## src/sv/gnav_pkg.sv

```systemverilog
`timescale 1ns / 1ps
// gnav_pkg: shared types, step codes, constants and the arctangent table
// for the goal navigation controller; no dependencies

package gnav_pkg;

	localparam int NITER = 28;
	localparam int ITER_W = 5;
	localparam int APB_AW = 5;

	// fixed point scale factors
	localparam logic signed [35:0] CORDIC_GAIN = 36'sd652032874;
	localparam logic signed [35:0] DEG_TO_BAU = 36'sd1281023894;
	localparam logic signed [35:0] YAW_TO_BAU = 36'sd5468522204;
	localparam logic signed [35:0] DIST_SCALE = 36'sd8015003337;
	localparam logic signed [35:0] DIV5_RECIP = 36'sd52429;
	localparam logic [31:0] ALIGN_BAU = 32'd1193046;
	localparam logic [31:0] QUARTER_TURN = 32'h40000000;
	localparam logic [31:0] THREE_QUARTER = 32'hC0000000;
	localparam logic [31:0] HALF_TURN = 32'h80000000;
	localparam logic [30:0] Q30_ONE = 31'h40000000;
	localparam logic [30:0] DIST_MAX = 31'h7FFFFFFF;
	localparam logic [32:0] LIN_SAT_LIM = 33'd163840;
	localparam logic signed [17:0] BOUNDARY_MARGIN = 18'sd500;

	// command values
	localparam logic signed [15:0] LIN_MAX = 16'sd32767;
	localparam logic signed [15:0] LIN_CREEP = 16'sd75;
	localparam logic signed [15:0] LIN_STRAIGHT = 16'sd200;
	localparam logic signed [15:0] LIN_TURN = 16'sd150;
	localparam logic signed [15:0] LIN_BACK = -16'sd50;
	localparam logic signed [9:0] ANG_SHARP = 10'sd300;
	localparam logic signed [9:0] ANG_TURN = 10'sd200;

	// register map
	localparam logic [2:0] REG_GOAL_LAT = 3'd0;
	localparam logic [2:0] REG_GOAL_LON = 3'd1;
	localparam logic [2:0] REG_ARRIVE = 3'd2;
	localparam logic [2:0] REG_TOO_CLOSE = 3'd3;
	localparam logic [2:0] REG_BOUNDARY = 3'd4;

	// sequencer steps
	localparam logic [4:0] ST_IDLE = 5'd0;
	localparam logic [4:0] ST_M_HLAT = 5'd1;
	localparam logic [4:0] ST_C_HLAT = 5'd2;
	localparam logic [4:0] ST_M_HLON = 5'd3;
	localparam logic [4:0] ST_C_HLON = 5'd4;
	localparam logic [4:0] ST_M_LAT = 5'd5;
	localparam logic [4:0] ST_C_LAT = 5'd6;
	localparam logic [4:0] ST_M_GLAT = 5'd7;
	localparam logic [4:0] ST_C_GLAT = 5'd8;
	localparam logic [4:0] ST_M_DLON = 5'd9;
	localparam logic [4:0] ST_C_DLON = 5'd10;
	localparam logic [4:0] ST_M_YAW = 5'd11;
	localparam logic [4:0] ST_M_P1 = 5'd12;
	localparam logic [4:0] ST_M_P2 = 5'd13;
	localparam logic [4:0] ST_M_P3 = 5'd14;
	localparam logic [4:0] ST_M_P4 = 5'd15;
	localparam logic [4:0] ST_S_R = 5'd16;
	localparam logic [4:0] ST_S_Q = 5'd17;
	localparam logic [4:0] ST_C_TH = 5'd18;
	localparam logic [4:0] ST_M_DIST = 5'd19;
	localparam logic [4:0] ST_M_EAST = 5'd20;
	localparam logic [4:0] ST_M_T1 = 5'd21;
	localparam logic [4:0] ST_M_T2 = 5'd22;
	localparam logic [4:0] ST_M_T3 = 5'd23;
	localparam logic [4:0] ST_C_BEAR = 5'd24;
	localparam logic [4:0] ST_M_V = 5'd25;
	localparam logic [4:0] ST_DECIDE = 5'd26;

	typedef struct packed {
		logic [30:0] goal_lat;
		logic [31:0] goal_lon;
		logic [15:0] arrive;
		logic [15:0] too_close;
		logic [15:0] boundary;
	} cfg_t;

	localparam cfg_t CFG_RESET = '{
		goal_lat: 31'd0,
		goal_lon: 32'd0,
		arrive: 16'd80,
		too_close: 16'd800,
		boundary: 16'd1500
	};

	typedef struct packed {
		logic [4:0] step;
		logic load;
		logic start;
		logic wb;
	} cmd_t;

	typedef struct packed {
		logic unit_done;
		logic out_free;
	} sts_t;

	function automatic logic step_is_mul(input logic [4:0] step);
		return step inside {ST_M_HLAT, ST_M_HLON, ST_M_LAT, ST_M_GLAT, ST_M_DLON,
			ST_M_YAW, ST_M_P1, ST_M_P2, ST_M_P3, ST_M_P4, ST_M_DIST, ST_M_EAST,
			ST_M_T1, ST_M_T2, ST_M_T3, ST_M_V};
	endfunction

	function automatic logic [30:0] atan_entry(input logic [ITER_W-1:0] i);
		logic [30:0] v;
		case (i)
			5'd0: v = 31'd536870912;
			5'd1: v = 31'd316933406;
			5'd2: v = 31'd167458907;
			5'd3: v = 31'd85004756;
			5'd4: v = 31'd42667331;
			5'd5: v = 31'd21354465;
			5'd6: v = 31'd10679838;
			5'd7: v = 31'd5340245;
			5'd8: v = 31'd2670163;
			5'd9: v = 31'd1335087;
			5'd10: v = 31'd667544;
			5'd11: v = 31'd333772;
			5'd12: v = 31'd166886;
			5'd13: v = 31'd83443;
			5'd14: v = 31'd41722;
			5'd15: v = 31'd20861;
			5'd16: v = 31'd10430;
			5'd17: v = 31'd5215;
			5'd18: v = 31'd2608;
			5'd19: v = 31'd1304;
			5'd20: v = 31'd652;
			5'd21: v = 31'd326;
			5'd22: v = 31'd163;
			5'd23: v = 31'd81;
			5'd24: v = 31'd41;
			5'd25: v = 31'd20;
			5'd26: v = 31'd10;
			5'd27: v = 31'd5;
			default: v = 31'd0;
		endcase
		return v;
	endfunction

endpackage

```

## src/sv/gnav_ctrl.sv

```systemverilog
`timescale 1ns / 1ps
// gnav_ctrl: step sequencer that walks the datapath through one item
// depends on gnav_pkg

module gnav_ctrl (
	input  logic            clk,
	input  logic            arst_n,
	input  logic            in_valid,
	output logic            in_stall,
	input  gnav_pkg::sts_t  sts,
	output gnav_pkg::cmd_t  cmd
);
	import gnav_pkg::*;

	logic [4:0] step_q;
	logic phase_q;
	logic idle, wb;

	assign idle = (step_q == ST_IDLE);

	always_comb begin
		if (!phase_q || idle) begin
			wb = 1'b0;
		end else if (step_is_mul(step_q)) begin
			wb = 1'b1;
		end else if (step_q == ST_DECIDE) begin
			wb = sts.out_free;
		end else begin
			wb = sts.unit_done;
		end
	end

	assign in_stall = !idle;
	assign cmd.step = step_q;
	assign cmd.load = idle && in_valid;
	assign cmd.start = !idle && !phase_q;
	assign cmd.wb = wb;

	always_ff @(posedge clk or negedge arst_n) begin
		if (!arst_n) begin
			step_q <= ST_IDLE;
			phase_q <= 1'b0;
		end else if (idle) begin
			phase_q <= 1'b0;
			if (in_valid) begin
				step_q <= ST_M_HLAT;
			end
		end else if (!phase_q) begin
			phase_q <= 1'b1;
		end else if (wb) begin
			phase_q <= 1'b0;
			step_q <= (step_q == ST_DECIDE) ? ST_IDLE : step_q + 1'b1;
		end
	end

endmodule

```

## config.mk

```make
export PLATFORM = sky130hd
export DESIGN_NAME = gnav_ctrl
export DESIGN_NICKNAME = d
export VERILOG_FILES = /design/src/sv/gnav_pkg.sv /design/src/sv/gnav_ctrl.sv
export SDC_FILE = /design/constraint.sdc
export NUM_CORES = 1
export LEC_CHECK = 0
export BUFFER_PORTS_ARGS = -buffer_cell sky130_fd_sc_hd__clkbuf_2
export CAP_MARGIN = 0
export CORE_AREA = 8 8 45 47
export CTS_CLUSTER_SIZE = 12
export DETAILED_ROUTE_END_ITERATION = 10
export DIE_AREA = 0 0 53 55
export HOLD_SLACK_MARGIN = 0.03
export MAX_ROUTING_LAYER = met4
export PLACE_DENSITY = 0.62
export SLEW_MARGIN = 20
export SYNTH_ARGS = -nofsm -noshare
export SYNTH_HDL_FRONTEND = slang
export SYNTH_SLANG_ARGS = --single-unit
```

## constraint.sdc

```tcl
create_clock -name clk -period 5.1 [get_ports clk]
set_input_delay 1.275 -clock clk [delete_from_list [all_inputs] [get_ports clk]]
set_output_delay 1.275 -clock clk [all_outputs]
set_load 0.01 [all_outputs]
```

* Word level (Yosys, flattened, before mapping)
Index checks and enable logic that the tools add are counted.
Widths: inputs -> output; s select.
** Cells by class
- $add $sub $neg :: 1
- Equal/unequal tests :: 18
- Mux-type cells :: 11
- Reductions and logical operators :: 10
** Operator list (number)
- $eq 5x5->1 const B :: 7
- $eq 5x4->1 const B :: 6
- $mux 5 :: 5
- $reduce_bool 16->1 :: 1
- $eq 5x3->1 const B :: 2
- $mux 1 :: 6
- $add 5x1->5 const B :: 1
- $eq 5x1->1 const B :: 1
- $eq 5x2->1 const B :: 1
- $logic_not 5->1 :: 1
- $reduce_bool 2->1 :: 2
- $reduce_and 3->1 :: 1
- $logic_and 1x1->1 :: 2
- $logic_not 1->1 :: 2
- $ne 2x2->1 const B :: 1
- $logic_or 1x1->1 :: 1
** Storage, ports and cells
- Register bits :: 6
- Output and inout bits :: 9
- Logic and storage cells :: 42

* Depth between registers and ports, before layout
- Word-level depth :: 7
- Depth in mapped cells :: 9
- Depth with buffers taken out :: 9

* Least setup slack after synthesis
Ideal clock, no wire load.
- Kind :: in2out
- From :: input sts[0] (netlist name)
- To :: output cmd[0] (netlist name)
- Arrival time :: 1796 ps
- Path slack :: 2029 ps
- Stages on the path :: 3
- Cells stage by stage :: mux2i_1 -> a21oi_4 -> buf_4
** On the way
- Longest elaborated chain between the ends :: 3
** RTL lines
- start: declaration :: RTL line gnav_ctrl.sv:10 : input gnav_pkg::sts_t sts,
- $mux 1 :: RTL line gnav_ctrl.sv:26 : end else if (step_q == ST_DECIDE) begin
- $mux 1 :: RTL line gnav_ctrl.sv:24 : end else if (step_is_mul(step_q)) begin
- $mux 1 :: RTL line gnav_ctrl.sv:22 : if (!phase_q || idle) begin
- end: declaration :: RTL line gnav_ctrl.sv:11 : output gnav_pkg::cmd_t cmd
No other way between the ends.

==> flow_summary_export.csv <==
group,metric,value,unit
outcome,outcome,"completed",
timing,setup_tns,0,ns
timing,tightest_slew,0.4237,ns
hold_path,hold_path_class,"reg -> reg",
worst_setup_path,crit_arrival,2.18,ns
detailed_routing,firstDrtPassIters,4,
global_route,grt_pass1_wl,1.814,mm
final_layout,area_growth,15.93,%
synth,syn_avg_cell_area,8.956,sq um
detailed_routing,drc_errors,0,
detailed_routing,drt_iter0_markers,17,
worst_setup_path,cpPeakStageDelay,0.41,ns
synth,synth_area,510.5,sq um
worst_setup_path,cp_cell_sequence,"inv_1 -> ha_1 -> or2_2 -> a221oi_1 -> o221a_2 -> a21oi_4 -> clkbuf_2",
synth,synth_flop_cell,"dfrtp_1",
synth,syn_inst,57,
clocking,root_buffer,"clkbuf_4",
synth,async_reset_ff_share,100.0,%
detailed_routing,viasPerCell,5.174,
global_route,grt_usage,8.772,%
global_route,grt_start_max_net_pins,15,
synth,ys_top_cells_by_area,"dfrtp_1, ha_1, nor2_1",
power_and_ir_drop,ir_drop,0.2745,mV
die,die_w,53,um
clocking,htree_levels,1,
synth,synth_common_cells,"dfrtp_1, nor2_1, ha_1, nand2_1",
run,max_cap_violations,0,
worst_setup_path,worstSetupPathType,"reg -> out",
global_route,grt_pass1_vias,405,
synth,synth_cell_types,28,
placed_design,port_buffers,13,
timing,period_needed,3.454,ns
final_layout,layout.nets,82,
detailed_routing,via_count,445,
synth,synth-edff-count,0,
timing,timing.fmax,289.5,MHz
timing,whs,0.5141,ns
worst_setup_path,path_delay_family,"compound AO/OA/AOI/OAI gates",
clocking,insertion_delay,0.25,ns
synth,synth_nets,67,
timing,timing.final.max_slew_violations,0,
worst_setup_path,startpoint_type,"flop",
power_and_ir_drop,cellPowerDensity,712.5,mW/mm^2
synth,yosysWarnings,0,
synth,yosysSeqAreaShare,29.41,%
power_and_ir_drop,leakagePower,0.2924,nW
detailed_routing,detail-route-antenna-nets,0,
final_layout,stdcell_count,86,
clocking,path_clk_slew,0.05,ns
final_layout,finish.utilization,42.77,%
timing,setup_violations,0,
worst_setup_path,cp_max_fo,9,
clocking,post_cts_buffers,0,
final_layout,num_antenna_cells,0,
synth,synth_top_area_share,29.41,%
detailed_routing,wl_per_cell,13.05,um
timing,rsz0062_at_grt,"no",
final_layout,drive_gt1_share,28.57,%
clocking,clockBufferDepth,2,
synth,yosysTopAreaCell,"dfrtp_1",
clocking,post_cts_resized,0,
clocking,cts_sinks,6,
detailed_routing,routed_wl,1.122,mm
clocking,postCtsHoldBufs,0,
worst_setup_path,cpMaxStageDelayCell,"dfrtp_1",
die,core_area,0.001384,sq mm
timing,slew-limit-headroom,71.75,%
die,dieArea,0.002915,sq mm
die,initial_core_util,36.89,%
die,io_pins,14,
clocking,cts_made_buffers,3,
placed_design,dp.cells,83,
global_route,grt_antenna_before_repair,0,
timing,hold_viol,0,
die,die_y,55,um
global_route,grt_overflow,0,
placed_design,gp_congestion,0.7131,
synth,ys_ff_latch,6,
worst_setup_path,cp_num_buf_inv,2,
timing,finClkSkew,0.006110,ns
worst_setup_path,worstPathRequired,3.83,ns
worst_setup_path,end_kind,"output port",
timing,fin_crit_sh,67.73,%
die,core.rowCount,14,
clocking,tritoncts,"done",
==> layout by cell type, fill, tap and decap left out, drive strengths merged, types with 2 or more instances in the layout <==
master	count
inv	4
clkbuf	16
a21oi	5
nand2	5
dfrtp	6
nor2	6
o21ai	2
ha	5
and3	3
mux2i	2
==> routing by layer <==
metal | track usage, % | part of all wire [%] | vias to the layer above
li1 | - | - | 230
met1 | 11.40 | 53 | 200
met2 | 10.94 | 39 | 13
met3 | 1.872 | 5.3 | 2
met4 | 7.759 | 2.4 | 0
met5 | - | 0 | -
==> flip-flops by register name, indices dropped and copies added (netlist names) <==
register  cells
phase_q       1
step_q        5
==> report_power, final <==
part | switching (mW) | total, mW | internal, mW
Clock | 0.0180 | 0.0447 | 0.0267
Combinational | 0.142 | 0.258 | 0.116
Sequential | 0.0463 | 0.119 | 0.0725
==> through the flow <==
step | instance area, sq um | total power [mW] | setup WS (ns)
4_1_cts | 591.8 | 0.4259 | 1.655
2_1_floorplan | 510.5 | 0.3192 | 2.029
3_3_place_gp | 569.3 | 0.3748 | 1.915
3_5_place_dp | 569.3 | 0.3786 | 1.900
6_report | 591.8 | 0.4217 | 1.646
5_1_grt | 591.8 | 0.4623 | 1.535
==> worst reg2reg max path, stage by stage, from the launching register on <==
cell      delay (ns)
dfrtp_1         0.41
inv_1           0.10
ha_1            0.23
or2_2           0.28
a221oi_1        0.35
o221a_2         0.30
a21oi_4         0.10
nand2_1         0.12
mux2_4          0.29
==> logic make-up after synthesis <==
kind of cell	synth area share (%)
adder cells (fa/ha/maj)	12.25
flip-flops	29.41
AND/OR/NAND/NOR	20.84
multiplexers	6.862
AO/OA/AOI/OAI	20.84
XOR/XNOR	1.716
buffers and inverters	8.086
==> worst paths after layout <==
kind                           start        end  slack [ns]  cells after the start
hold / removal               phase_q    phase_q        0.51                      1
setup / recovery           step_q[0]     cmd[0]        1.65                      7
setup reg to reg           step_q[0]  step_q[2]        2.79                      8
max in group asynchronous     arst_n  step_q[2]        4.09                      1
hold reg to reg              phase_q    phase_q        0.51                      1
min in group asynchronous     arst_n  step_q[0]        0.85                      1
==> cell type report <==
type	count	area, sq um
clock buffer	3	22.52
fill	148	792.0
inverter	4	15.01
multi-input combinational	44	319.1
sequential	6	150.1
tap	16	20.02
timing repair buffer	13	65.06
Power figures use the tool's default switching activity.
